[config.mk]
export PLATFORM = sky130hd
export DESIGN_NAME = stbs_engine_flat
export DESIGN_NICKNAME = d
export VERILOG_FILES = /design/src/hdl/stbs_pkg.sv /design/src/hdl/stbs_in_if.sv /design/src/hdl/stbs_engine.sv /design/src/flat_wrapper.sv
export SDC_FILE = /design/constraint.sdc
export NUM_CORES = 1
export LEC_CHECK = 0
export BUFFER_PORTS_ARGS = -buffer_cell sky130_fd_sc_hd__buf_2
export CORE_MARGIN = 1
export CORE_UTILIZATION = 57
export DETAILED_ROUTE_END_ITERATION = 6
export PLACE_DENSITY_LB_ADDON = 0.05
export SLEW_MARGIN = 15
export SYNTH_ARGS = -nofsm -noshare
export SYNTH_HDL_FRONTEND = slang
export SYNTH_SLANG_ARGS = --single-unit
[constraint.sdc]
create_clock -name clk_i -period 6.3 [get_ports clk_i]
set_input_delay 0.315 -clock clk_i [delete_from_list [all_inputs] [get_ports clk_i]]
set_output_delay 0.315 -clock clk_i [all_outputs]
set_load 0.1 [all_outputs]
[src/hdl/stbs_pkg.sv]
// Package for the sorted table binary search core.
// Holds field widths, mode codes, engine states and the engine status type.
// No dependencies.
`default_nettype none

package stbs_pkg;

  // Field widths of the beats
  localparam int IndexW = 10;
  localparam int ValueW = 32;
  localparam int HighW  = 11;
  // Search bounds carry two extra bits so that lo can pass hi by one
  localparam int BoundW = IndexW + 2;
  localparam int IndexMax = (2 ** IndexW) - 1;

  localparam int TableDepth = 1024;

  typedef enum logic {
    ModeWrite  = 1'b0,
    ModeSearch = 1'b1
  } mode_e;

  typedef enum logic [1:0] {
    StIdle,
    StSeek,
    StProbe,
    StDone
  } state_e;

  typedef struct packed {
    logic busy;
    logic probing;
  } eng_stat_t;

endpackage

`default_nettype wire

[src/hdl/stbs_in_if.sv]
// Input channel of the search core: write and search beats.
// Depends on stbs_pkg for field widths.
`default_nettype none

interface stbs_in_if;
  logic                                 valid;
  logic                                 ready;
  logic                                 mode;
  logic        [stbs_pkg::IndexW-1:0]   entry_index;
  logic signed [stbs_pkg::ValueW-1:0]   entry_value;
  logic signed [stbs_pkg::ValueW-1:0]   search_key;
  logic        [stbs_pkg::IndexW-1:0]   range_low;
  logic signed [stbs_pkg::HighW-1:0]    range_high;

  modport source (
    output valid, mode, entry_index, entry_value, search_key, range_low, range_high,
    input  ready
  );
  modport sink (
    input  valid, mode, entry_index, entry_value, search_key, range_low, range_high,
    output ready
  );
endinterface

`default_nettype wire

[src/hdl/stbs_engine.sv]
// Search engine: takes input beats, writes the table, runs the probe loop
// against the table RAM and offers one result per search.
// Depends on stbs_pkg and stbs_in_if.
`default_nettype none

module stbs_engine #(
  parameter int TableDepth = stbs_pkg::TableDepth
) (
  input  wire logic                                 clk_i,
  input  wire logic                                 rst_ni,
  stbs_in_if.sink                                   in_i,
  // Table RAM ports
  output logic                                      wr_en_o,
  output logic        [$clog2(TableDepth)-1:0]      wr_addr_o,
  output logic        [stbs_pkg::ValueW-1:0]        wr_data_o,
  output logic                                      rd_en_o,
  output logic        [$clog2(TableDepth)-1:0]      rd_addr_o,
  input  wire logic   [stbs_pkg::ValueW-1:0]        rd_data_i,
  // Result towards the output register
  output logic                                      res_valid_o,
  input  wire logic                                 res_ready_i,
  output logic                                      res_found_o,
  output logic        [stbs_pkg::IndexW-1:0]        res_position_o,
  output stbs_pkg::eng_stat_t                       stat_o
);

  localparam int AddrW  = $clog2(TableDepth);
  localparam int BoundW = stbs_pkg::BoundW;
  localparam int IndexW = stbs_pkg::IndexW;
  localparam int HiMaxInt = (TableDepth - 1 > stbs_pkg::IndexMax) ?
                            stbs_pkg::IndexMax : TableDepth - 1;
  localparam logic signed [BoundW-1:0] HiMax = BoundW'(HiMaxInt);
  localparam logic signed [BoundW-1:0] BoundOne = BoundW'(1);

  stbs_pkg::state_e state_q, state_d;
  logic signed [stbs_pkg::ValueW-1:0] key_q, key_d;
  logic signed [BoundW-1:0] lo_q, lo_d, hi_q, hi_d;
  logic [IndexW-1:0] mid_q, mid_d;
  logic found_q, found_d;
  logic [IndexW-1:0] pos_q, pos_d;

  logic signed [BoundW-1:0] hi_in;
  logic signed [BoundW-1:0] sum_seek;
  logic signed [BoundW-1:0] lo_nx, hi_nx, sum_nx;
  logic signed [BoundW-1:0] mid_ext;
  logic signed [stbs_pkg::ValueW-1:0] probe_val;
  logic accept;

  assign accept    = in_i.valid && in_i.ready;
  assign hi_in     = BoundW'(in_i.range_high);
  assign sum_seek  = lo_q + hi_q;
  assign mid_ext   = $signed({2'b00, mid_q});
  assign probe_val = $signed(rd_data_i);

  // Table writes come straight from accepted write beats
  assign wr_addr_o = AddrW'(in_i.entry_index);
  assign wr_data_o = in_i.entry_value;

  // State and search registers
  always_ff @(posedge clk_i or negedge rst_ni) begin
    if (!rst_ni) begin
      state_q <= stbs_pkg::StIdle;
    end else begin
      state_q <= state_d;
    end
  end

  always_ff @(posedge clk_i) begin
    key_q   <= key_d;
    lo_q    <= lo_d;
    hi_q    <= hi_d;
    mid_q   <= mid_d;
    found_q <= found_d;
    pos_q   <= pos_d;
  end

  // Next state, RAM requests and bound updates
  always_comb begin
    state_d     = state_q;
    key_d       = key_q;
    lo_d        = lo_q;
    hi_d        = hi_q;
    mid_d       = mid_q;
    found_d     = found_q;
    pos_d       = pos_q;
    in_i.ready  = 1'b0;
    wr_en_o     = 1'b0;
    rd_en_o     = 1'b0;
    rd_addr_o   = AddrW'(mid_q);
    res_valid_o = 1'b0;
    lo_nx       = lo_q;
    hi_nx       = hi_q;
    sum_nx      = lo_q + hi_q;

    unique case (state_q)
      stbs_pkg::StIdle: begin
        in_i.ready = 1'b1;
        if (accept) begin
          if (in_i.mode == stbs_pkg::ModeSearch) begin
            // Latch key and range, clamp the top of the range to the table
            key_d   = in_i.search_key;
            lo_d    = $signed({2'b00, in_i.range_low});
            hi_d    = (hi_in > HiMax) ? HiMax : hi_in;
            state_d = stbs_pkg::StSeek;
          end else begin
            // Drop writes that fall beyond the table
            wr_en_o = (32'(in_i.entry_index) < 32'(TableDepth));
          end
        end
      end

      stbs_pkg::StSeek: begin
        if (lo_q > hi_q) begin
          found_d = 1'b0;
          pos_d   = '0;
          state_d = stbs_pkg::StDone;
        end else begin
          // Issue the first probe at the midpoint
          mid_d     = sum_seek[IndexW:1];
          rd_en_o   = 1'b1;
          rd_addr_o = AddrW'(mid_d);
          state_d   = stbs_pkg::StProbe;
        end
      end

      stbs_pkg::StProbe: begin
        if (probe_val == key_q) begin
          found_d = 1'b1;
          pos_d   = mid_q;
          state_d = stbs_pkg::StDone;
        end else begin
          // Narrow to the lower or upper half
          if (probe_val > key_q) begin
            hi_nx = mid_ext - BoundOne;
          end else begin
            lo_nx = mid_ext + BoundOne;
          end
          lo_d   = lo_nx;
          hi_d   = hi_nx;
          sum_nx = lo_nx + hi_nx;
          if (lo_nx > hi_nx) begin
            found_d = 1'b0;
            pos_d   = '0;
            state_d = stbs_pkg::StDone;
          end else begin
            // Issue the next probe back to back
            mid_d     = sum_nx[IndexW:1];
            rd_en_o   = 1'b1;
            rd_addr_o = AddrW'(mid_d);
          end
        end
      end

      stbs_pkg::StDone: begin
        res_valid_o = 1'b1;
        if (res_ready_i) begin
          state_d = stbs_pkg::StIdle;
        end
      end

      default: begin
        state_d = stbs_pkg::StIdle;
      end
    endcase
  end

  assign res_found_o    = found_q;
  assign res_position_o = pos_q;

  assign stat_o.busy    = (state_q != stbs_pkg::StIdle);
  assign stat_o.probing = (state_q == stbs_pkg::StSeek) || (state_q == stbs_pkg::StProbe);

endmodule

`default_nettype wire

[src/flat_wrapper.sv]
// flat-port wrapper written by rule: the top's interface ports become plain ports
module stbs_engine_flat 
#(
  parameter int TableDepth = stbs_pkg::TableDepth
)
  (clk_i, rst_ni, wr_en_o, wr_addr_o, wr_data_o, rd_en_o, rd_addr_o, rd_data_i, res_valid_o, res_ready_i, res_found_o, res_position_o, stat_o, in_i_valid, in_i_mode, in_i_entry_index, in_i_entry_value, in_i_search_key, in_i_range_low, in_i_range_high, in_i_ready);
  stbs_in_if in_i_i ();
  input  wire logic clk_i;
  input  wire logic rst_ni;
  output logic wr_en_o;
  output logic        [$clog2(TableDepth)-1:0] wr_addr_o;
  output logic        [stbs_pkg::ValueW-1:0] wr_data_o;
  output logic rd_en_o;
  output logic        [$clog2(TableDepth)-1:0] rd_addr_o;
  input  wire logic   [stbs_pkg::ValueW-1:0] rd_data_i;
  output logic res_valid_o;
  input  wire logic res_ready_i;
  output logic res_found_o;
  output logic        [stbs_pkg::IndexW-1:0] res_position_o;
  output stbs_pkg::eng_stat_t stat_o;
  input wire logic [$bits(in_i_i.valid)-1:0] in_i_valid;
  input wire logic [$bits(in_i_i.mode)-1:0] in_i_mode;
  input wire logic [$bits(in_i_i.entry_index)-1:0] in_i_entry_index;
  input wire logic [$bits(in_i_i.entry_value)-1:0] in_i_entry_value;
  input wire logic [$bits(in_i_i.search_key)-1:0] in_i_search_key;
  input wire logic [$bits(in_i_i.range_low)-1:0] in_i_range_low;
  input wire logic [$bits(in_i_i.range_high)-1:0] in_i_range_high;
  output wire logic [$bits(in_i_i.ready)-1:0] in_i_ready;
  assign in_i_i.valid = in_i_valid;
  assign in_i_i.mode = in_i_mode;
  assign in_i_i.entry_index = in_i_entry_index;
  assign in_i_i.entry_value = in_i_entry_value;
  assign in_i_i.search_key = in_i_search_key;
  assign in_i_i.range_low = in_i_range_low;
  assign in_i_i.range_high = in_i_range_high;
  assign in_i_ready = in_i_i.ready;
  stbs_engine #(.TableDepth(TableDepth)) u_core (.clk_i(clk_i), .rst_ni(rst_ni), .in_i(in_i_i), .wr_en_o(wr_en_o), .wr_addr_o(wr_addr_o), .wr_data_o(wr_data_o), .rd_en_o(rd_en_o), .rd_addr_o(rd_addr_o), .rd_data_i(rd_data_i), .res_valid_o(res_valid_o), .res_ready_i(res_ready_i), .res_found_o(res_found_o), .res_position_o(res_position_o), .stat_o(stat_o));
endmodule
# After elaboration in Yosys (flattened, before gate mapping)
# Index checks and enable logic that the tools add are counted.
[totals]
register_bits = 79
in_bits = 132
output_inout_bits = 69
wordCells = 78
[classes]
add_sub_neg = 4
order_cmp = 4
eq_ne = 10
mux = 43
reduce_logical = 10
[ops]
columns = ["operator", "n"]
rows = [
  ["12-bit two-way mux", 13],
  ["10-bit two-way mux", 6],
  ["12-bit one-hot mux with 2 select lines", 2],
  ["10-bit one-hot mux with 2 select lines", 2],
  ["32-bit equality test", 1],
  ["32-bit > comparator", 1],
  ["12-bit > comparator", 2],
  ["11-bit adder", 2],
  ["1-bit two-way mux", 12],
  ["10-bit by 1-bit adder with 11-bit output, second input constant", 1],
  ["11-bit > comparator, second input constant", 1],
  ["10-bit by 1-bit subtractor with 11-bit output, second input constant", 1],
  ["2-bit two-way mux", 5],
  ["2-bit one-hot mux with 4 select lines", 1],
  ["4-bit AND reduction", 2],
  ["2-bit inequality test, second input constant", 3],
  ["3-bit AND reduction", 2],
  ["2-bit nonzero test", 3],
  ["2-bit equality test, second input constant", 2],
  ["2-bit by 1-bit inequality test with 1-bit output, second input constant", 2],
  ["1-bit one-hot mux with 2 select lines", 2],
  ["3-bit by 1-bit inequality test with 1-bit output, second input constant", 1],
  ["2-bit by 1-bit equality test with 1-bit output, second input constant", 1],
  ["2-bit zero test", 1],
  ["2 further kinds", 2],
]

# Longest topological paths before layout
# Gate-level depths: netlist of run 1.
[logic_depth]
word_depth = 8
depth_mapped = 22
mapped_depth_nobuf = 21

# Worst setup path after synthesis of run 1
# OpenSTA, ideal clock, no wires.
[synth_path]
kind = "flip-flop to flip-flop"
from = "reg u_core.key_q[14] (netlist bit)"
to = "reg u_core.mid_q[7]"
setup_ps = 448
arrival_time_ps = 6589
t_required_ps = 5852
path_slack_ps = -737
stages_incl_launch_ff = 22
path_buffers = 2
synth_period_minus_slack_ps = 7037
cell_sequence = "edfxtp_1 > inv_1 > ha_1 > nand4_1 > nor4_2 > a21boi_2 > o41ai_2 > nand3_1 > nand2_1 > buf_2 > buf_2 > o21ai_0 > ha_1 > inv_1 > fa_1 > o21bai_1 > a2111oi_2 > o21bai_1 > a21oi_1 > xor2_1 > nor3_1 > o41ai_1"
[synth_via]
elab_chain_cells = 8
elab_cells_between_ends = 13
classes_between = "add/sub: 1; order compare: 2; eq/ne: 1; mux: 9"
[synth_lines]
columns = ["element", "line", "rtl"]
rows = [
  ["from (decl)", "stbs_engine.sv:36", "logic signed [stbs_pkg::ValueW-1:0] key_q, key_d;"],
  ["from (signal assigned)", "stbs_engine.sv:69", "key_q <= key_d;"],
  ["32-bit > comparator", "stbs_engine.sv:133", "if (probe_val > key_q) begin"],
  ["12-bit two-way mux", "stbs_engine.sv:133", ""],
  ["12-bit two-way mux", "stbs_engine.sv:127", "if (probe_val == key_q) begin"],
  ["12-bit two-way mux", "stbs_engine.sv:95", "unique case (state_q)"],
  ["11-bit adder or 12-bit > comparator (tied branches)", "stbs_engine.sv:140, stbs_engine.sv:141", ""],
  ["10-bit two-way mux", "stbs_engine.sv:141", "if (lo_nx > hi_nx) begin"],
  ["10-bit two-way mux (*)", "-", ""],
  ["10-bit one-hot mux with 2 select lines (*)", "stbs_engine.sv:95", ""],
  ["via rd_addr_o[7]", "flat_wrapper.sv:14", "output logic [$clog2(TableDepth)-1:0] rd_addr_o;"],
  ["to (signal assigned)", "stbs_engine.sv:72", "mid_q <= mid_d;"],
  ["to (decl)", "stbs_engine.sv:38", "logic [IndexW-1:0] mid_q, mid_d;"],
]
# Mark *: on every way through the listed nets, which the timed path passes. The rest lies on a longest branch. The select of a mux whose other input is x is not followed.
# A chain may end at the register's enable or synchronous reset.

# Final worst setup path of run 1
[layout_path]
from = "reg u_core.key_q[30] (netlist bit)"
to = "out rd_addr_o[8]"
[layout_via]
elab_chain_cells = 8
elab_cells_between_ends = 13
classes_between = "add/sub: 1; order compare: 2; eq/ne: 1; mux: 9"
[layout_lines]
columns = ["element", "line"]
rows = [
  ["32-bit > comparator", "stbs_engine.sv:133"],
  ["12-bit two-way mux", "stbs_engine.sv:133"],
  ["12-bit two-way mux", "stbs_engine.sv:127"],
  ["12-bit two-way mux", "stbs_engine.sv:95"],
  ["11-bit adder or 12-bit > comparator (tied branches)", "stbs_engine.sv:140, stbs_engine.sv:141"],
  ["10-bit two-way mux", "-"],
  ["10-bit two-way mux (*)", "stbs_engine.sv:127"],
  ["10-bit one-hot mux with 2 select lines (*)", "-"],
  ["to (decl)", "flat_wrapper.sv:14"],
]
# Mark *: on every way between the ends. The rest lies on a longest branch, timed or not. The select of a mux whose other input is x is not followed.

==> metrics.cfg, run 1 <==
[global_routing]
grt_pass1_wl_mm=25.2
grt_antenna_before_repair=0
track_usage_pct=29.4
vias_in_the_first_global_route=4955
grt_start_max_net_pins=54
grt.overflow.total=0

[yosys]
synth_enable_flop_cells=67
post_synthesis_mux_area_share_pct=0.177
post-synth-top-area-fraction_pct=31.6
async_flop_share_pct=2.53
synthTopCellsByArea=sky130_fd_sc_hd__edfxtp_1, sky130_fd_sc_hd__ha_1, sky130_fd_sc_hd__buf_4
synth_top_family_by_area=compound AO/OA/AOI/OAI gates
yosysUniqueCellTypes=66
yosysWarnings=0
synth_adder_area_share_pct=16.8
syn_nets=896
dominant_cell_type_by_area_after_synthesis=sky130_fd_sc_hd__edfxtp_1
avgSynthCellArea_um2=9.35
share_of_the_synthesized_netlist_area_taken_by_xor_and_xnor_gates_pct=4.41
netlist_area_mm2=0.00636
synth-main-ff-cell=sky130_fd_sc_hd__edfxtp_1
synth-simple-area-share_pct=13.9
synthesis.instances=680
post_synthesis_compound_gate_area_fraction_pct=17.9
seq_area_frac_synth_pct=35.6
ys_ff_latch=79

[floorplan]
design.die.area_mm2=0.0116
floorplan.initialDensity_pct=58.7
floorplan.die.height_um=108
number_of_placement_rows=38
die-width_um=108
placeableCoreArea_mm2=0.0108
top_level_ports=201

[timing]
setup_tns_ns=0
timing.final.max_slew_violations=0
layout_min_cycle_time_ns=5.88
rsz_0062_raised_after_global_routing=false
finalSetupViolCount=0
whs_ns=0.117
period_share_pct=93.4
max_clock_freq_ghz=0.170
hold_viol=0
final_worst_clock_skew_ns=0.0112
timing.max_slew.rel_slack_pct=50.7
tightest_slew_ns=0.731

[cts]
cts_inserted_buffers=9
htree_num_levels=3
tritoncts_clock_tree=yes
clk_transition_reported_paths_ns=0.08
clock_path_buffers=2
insertion_delay_ns=0.37
clock_sink_count=79
clockRootBuffer=sky130_fd_sc_hd__clkbuf_8

[setup_path]
cpMostUsedCell=sky130_fd_sc_hd__ha_1
crit_arrival_ns=5.57
critPathBufInv=3
critical_path.max_stage_delay_ns=0.68
crit_start=u_core.key_q[30]$_DFFE_PP_
critPathCaptureType=output port
timing.critical_path.cells=inv_1 > ha_1 > nand4_1 > nor4_2 > and3_1 > a31oi_2 > o21ai_0 > ha_1 > nor2b_1 > o21ai_1 > nand2_1 > a21o_1 > o211ai_2 > nand4_2 > buf_4 > a311o_1 > o211ai_1 > buf_2
crit_path_start_kind=flip-flop
worstPathRequired_ns=5.98
worstReg2RegStart=u_core.key_q[30]$_DFFE_PP_
cpLargestDelayFamily=compound AO/OA/AOI/OAI gates
crit_path_max_fanout=12
timing_worst_setup_path_type=reg2out
slowest_cell_on_crit_path=sky130_fd_sc_hd__o21ai_0

[placed_design]
gp_congestion=0.945
dpl-instance-area_mm2=0.00673
hpwl_mm=13.1
port-buffer-count=116

[detailed_routing]
remaining_drc_errors=0
routed_via_density=6.00
drt-wirelength-per-cell_um=18.4
detailroute.via_count=5346
detail-route-antenna-nets=0
initialDrtViolationCount=499
drt-total-wl_mm=16.4
drt_pre_antenna_iters=5

[layout]
antenna_cells_inserted=0
final_design_area_excluding_fillers_mm2=0.00693
area_added_between_synthesis_and_finish_pct=8.97
final_nets=962
post_route_cells_drive_above_1_share_pct=20.4

[worst_hold_path]
origin_of_the_worst_min_delay_path=in_i_search_key[20]
min_path_type=in2reg

[run]
drv.max_cap_violation_count=0

[status]
outcome=completed

## state kept, by name, summed over array words and instances (netlist names)
signal,cells
u_core.mid_q,10
u_core.res_position_o,10
u_core.key_q,32
u_core.lo_q,12
u_core.hi_q,12
u_core.res_found_o,1
u_core.state_q,2
## routing by layer
metal	GRT usage, %	share of wire (%)	vias to the layer above
li1	-	-	2535
met1	41.0	45	2507
met2	43.8	43	248
met3	6.48	8.8	56
met4	12.4	3.2	0
met5	0	0	-
## worst paths after layout
path / end / slack [ns] / cells after the start
max in group asynchronous: u_core.state_q[0]$_DFFE_PN0P_ / 5.95 / 2
hold reg to reg: u_core.state_q[0]$_DFFE_PN0P_ / 0.57 / 1
hold / removal: u_core.key_q[20]$_DFFE_PP_ / 0.12 / 1
setup reg to reg: u_core.res_found_o$_SDFFCE_PN0P_ / 1.14 / 16
min in group asynchronous: u_core.state_q[1]$_DFFE_PN0P_ / 0.26 / 2
setup / recovery: rd_addr_o[8] / 0.42 / 18
## cells by family after synthesis
group	after synthesis
muxes	1
DFF	79
adders and majority gates	84
buffers and inverters	137
and+or+nand+nor	177
xor gates and xnor gates	32
AOI/OAI and AO/OA	170
## cells in the mapped netlist, types with 7 or more instances
library cell / number
sky130_fd_sc_hd__buf_2: 8
sky130_fd_sc_hd__xor2_1: 12
sky130_fd_sc_hd__inv_1: 68
sky130_fd_sc_hd__ha_1: 82
sky130_fd_sc_hd__nor2_1: 48
sky130_fd_sc_hd__and3_1: 14
sky130_fd_sc_hd__buf_4: 45
sky130_fd_sc_hd__xnor2_1: 20
sky130_fd_sc_hd__nand3_1: 13
sky130_fd_sc_hd__o22ai_1: 17
sky130_fd_sc_hd__o21ai_0: 22
sky130_fd_sc_hd__edfxtp_1: 67
sky130_fd_sc_hd__o21a_1: 9
sky130_fd_sc_hd__nand2_1: 43
sky130_fd_sc_hd__nand4_1: 8
sky130_fd_sc_hd__nor2b_1: 7
sky130_fd_sc_hd__a21oi_1: 42
sky130_fd_sc_hd__nor3_1: 15
sky130_fd_sc_hd__o21bai_1: 8
sky130_fd_sc_hd__dfxtp_1: 10
sky130_fd_sc_hd__o221ai_1: 8
sky130_fd_sc_hd__a31oi_1: 18
sky130_fd_sc_hd__clkbuf_1: 11
## per-stage QoR
step                      setup slack, ns  std cells  utilization [%]
after floorplan                     0.764        680                -
after global placement              0.773        874             62.0
after detailed placement            0.548        874             62.0
after CTS                           0.187        891             63.9
after global routing               0.0619        891             63.9
final                               0.416        891             63.9
## cell type report
class                      count  area [µm²]
tap                          140         175
sequential                    79        2260
multi-input combinational    464        3410
inverter                      69         259
clock buffer                  11         131
timing repair buffer         123         636
clock inverter                 5        57.6
fill                         983        3910
## cell usage in the layout, fill, tap and decap left out, types with 7 or more instances in the layout
cell type                  count
sky130_fd_sc_hd__a21oi_1      42
sky130_fd_sc_hd__clkbuf_8      9
sky130_fd_sc_hd__edfxtp_1     67
sky130_fd_sc_hd__ha_1         82
sky130_fd_sc_hd__o21bai_1      8
sky130_fd_sc_hd__nand2_1      42
sky130_fd_sc_hd__o21ai_0      22
sky130_fd_sc_hd__nor3_1       15
sky130_fd_sc_hd__xor2_1       12
sky130_fd_sc_hd__nand4_1       8
sky130_fd_sc_hd__nand3_1      13
sky130_fd_sc_hd__nor2_1       48
sky130_fd_sc_hd__buf_2       116
sky130_fd_sc_hd__inv_1        68
sky130_fd_sc_hd__xnor2_1      20
sky130_fd_sc_hd__dfxtp_1      10
sky130_fd_sc_hd__o21a_1        9
sky130_fd_sc_hd__and3_1       14
sky130_fd_sc_hd__o221ai_1      8
sky130_fd_sc_hd__a31oi_1      18
sky130_fd_sc_hd__o22ai_1      17
sky130_fd_sc_hd__nor2b_1       7
## repair_timing
action | CTS | global route
hold buffers | 1 | 0
gates resized for setup | 0 | 1
setup endpoints to repair | 0 | 10
setup buffers | 0 | 0
endpoints found under the hold margin | 2 | 0
Power of run 1 is not shown: default switching activity piles up to over one toggle a cycle in this logic, so the estimate is an artifact.
==> inputs of run 2 (changes only) <==
==> constraint.sdc (replaced) <==
create_clock -name clk_i -period 7.1 [get_ports clk_i]
set_input_delay 0.355 -clock clk_i [delete_from_list [all_inputs] [get_ports clk_i]]
set_output_delay 0.355 -clock clk_i [all_outputs]
set_load 0.1 [all_outputs]
==> metrics.cfg, run 2 (same netlist as run 1, synthesis figures left out) <==
[setup_path]
crit_arrival_ns=6.22  ; +0.65 ns
slowest_cell_on_crit_path=sky130_fd_sc_hd__nand2_2
critPathCaptureType=output port
timing_worst_setup_path_type=reg2out
critical_path.max_stage_delay_ns=0.93  ; +0.25 ns
crit_path_start_kind=flip-flop
timing.critical_path.cells=inv_1 > ha_1 > nand4_1 > nor4_2 > nand3_1 > nand2_2 > o21ai_0 > ha_1 > inv_1 > fa_1 > o21bai_1 > a2111oi_2 > o21bai_1 > a21oi_1 > xor2_1 > nor3_1 > o41ai_1 > buf_2
r2r_setup_slack_ns=1.55  ; +0.41 ns
crit_path_max_fanout=66  ; +54
worstPathRequired_ns=6.74  ; +0.76 ns

[layout]
post_route_cells_drive_above_1_share_pct=20.1  ; -0.29 points
area_added_between_synthesis_and_finish_pct=8.01
antenna_cells_inserted=0  ; unchanged
final_design_area_excluding_fillers_mm2=0.00687  ; -0.88%
final_common_cell=sky130_fd_sc_hd__buf_2
number_of_flip_flops_under_the_largest_register_name=32  ; unchanged
reg_top3=u_core.key_q x32, u_core.hi_q x12, u_core.lo_q x12
final_nets=959  ; -0.31%
top_register=u_core.key_q
final-seq-area_mm2=0.00226  ; unchanged
multi_input_comb_area_mm2=0.00340  ; -0.37%
n_fill_cell=986  ; +0.31%
layout.cells.most_common_list=sky130_fd_sc_hd__buf_2, sky130_fd_sc_hd__ha_1, sky130_fd_sc_hd__inv_1

[global_routing]
grt_antenna_before_repair=0  ; unchanged
grt.overflow.total=0  ; unchanged
track_usage_pct=30.6  ; +1.2 points
vias_in_the_first_global_route=5187  ; +4.7%
grt_pass1_wl_mm=26.3  ; +4.4%
grt_start_max_net_pins=67  ; +24%

[cts]
clock_path_buffers=2  ; unchanged
cts_setup_buffers=0  ; unchanged
cts_repair_resize_count=0  ; unchanged
clock_sink_count=79  ; unchanged
cts_inserted_buffers=9  ; unchanged
tritoncts_clock_tree=yes
clockRootBuffer=sky130_fd_sc_hd__clkbuf_8
clk_transition_reported_paths_ns=0.09  ; about the same
insertion_delay_ns=0.37  ; about the same
cts_hold_repair.buffers=1  ; unchanged
htree_num_levels=3  ; unchanged

[placed_design]
hpwl_mm=13.4  ; +2.2%
dpl-instance-area_mm2=0.00670  ; -0.45%
gp_congestion=0.919  ; -2.7%
port-buffer-count=116  ; unchanged

[floorplan]
top_level_ports=201  ; unchanged
placeableCoreArea_mm2=0.0108  ; unchanged
die-width_um=108  ; unchanged
design.die.area_mm2=0.0116  ; unchanged
number_of_placement_rows=38  ; unchanged
floorplan.initialDensity_pct=58.7  ; unchanged
floorplan.die.height_um=108  ; unchanged

[detailed_routing]
detailroute.via_count=5238  ; -2.0%
routed_via_density=5.91  ; -1.6%
detail-route-antenna-nets=0  ; unchanged
remaining_drc_errors=0  ; unchanged
drt-total-wl_mm=17.2  ; +4.9%
initialDrtViolationCount=427  ; -14%
drt-wirelength-per-cell_um=19.4  ; +5.4%
drt_pre_antenna_iters=5  ; unchanged

[timing]
hold_viol=0  ; unchanged
max_clock_freq_ghz=0.152
timing.max_slew.rel_slack_pct=28.1  ; -23 points
tightest_slew_ns=1.08  ; +0.344 ns
timing.final.max_slew_violations=0  ; unchanged
final_worst_clock_skew_ns=0.0164  ; +0.00515 ns
layout_min_cycle_time_ns=6.57
setup_tns_ns=0  ; unchanged
period_share_pct=92.6
rsz_0062_raised_after_global_routing=false
whs_ns=0.151  ; +0.0341 ns
finalSetupViolCount=0  ; unchanged

[status]
outcome=completed

[run]
drv.max_cap_violation_count=0  ; unchanged

[worst_hold_path]
min_path_type=in2reg

run 2: final cells by class:
cell class,count,area share (%)
Tap cell,140,2.55
Inverter,69,3.77
Timing Repair Buffer,120,8.93
Clock buffer,10,1.86
Sequential cell,79,32.9
Clock inverter,5,0.510
Multi-Input combinational cell,464,49.5
run 2: layer usage:
layer	routed length (µm)	up-vias	track usage, %
li1	-	2523	-
met1	7650	2431	41.9
met2	7590	233	47.0
met3	1550	51	5.33
met4	439	0	13.9
met5	0	-	0
run 2: final timing paths:
kind                                                from  cells after the start                                      to
setup / recovery              u_core.key_q[31]$_DFFE_PP_                     18                            rd_addr_o[7]
hold / removal                       in_i_search_key[15]                      1              u_core.key_q[15]$_DFFE_PP_
setup reg to reg              u_core.key_q[31]$_DFFE_PP_                     15  u_core.res_position_o[1]$_SDFFCE_PN0P_
hold reg to reg            u_core.state_q[0]$_DFFE_PN0P_                      1           u_core.state_q[0]$_DFFE_PN0P_
max in group asynchronous                         rst_ni                      2           u_core.state_q[0]$_DFFE_PN0P_
min in group asynchronous                         rst_ni                      2           u_core.state_q[1]$_DFFE_PN0P_
run 2: stage by stage:
| step | worst slack, ns | cells | utilization, % |
|---|---|---|---|
| final | 0.526 | 887 | 63.4 |
| after global routing | 0.0394 | 887 | 63.4 |
| after CTS | 0.567 | 887 | 63.4 |
| after detailed placement | 0.846 | 871 | 61.8 |
| after global placement | 0.970 | 871 | 61.8 |
| after floorplan | 0.0325 | 680 | - |
run 2: critical path, delay by kind of cell (launching register included):
| family | cells | cell delay [ns] |
|---|---|---|
| and+or+nand+nor | 5 | 2.18 |
| AOI/OAI and AO/OA | 6 | 1.67 |
| adders and majority gates | 3 | 0.88 |
| buffers and inverters | 3 | 0.63 |
| DFF | 1 | 0.33 |
| xor gates and xnor gates | 1 | 0.18 |
Power of run 2 is left out for the same reason.
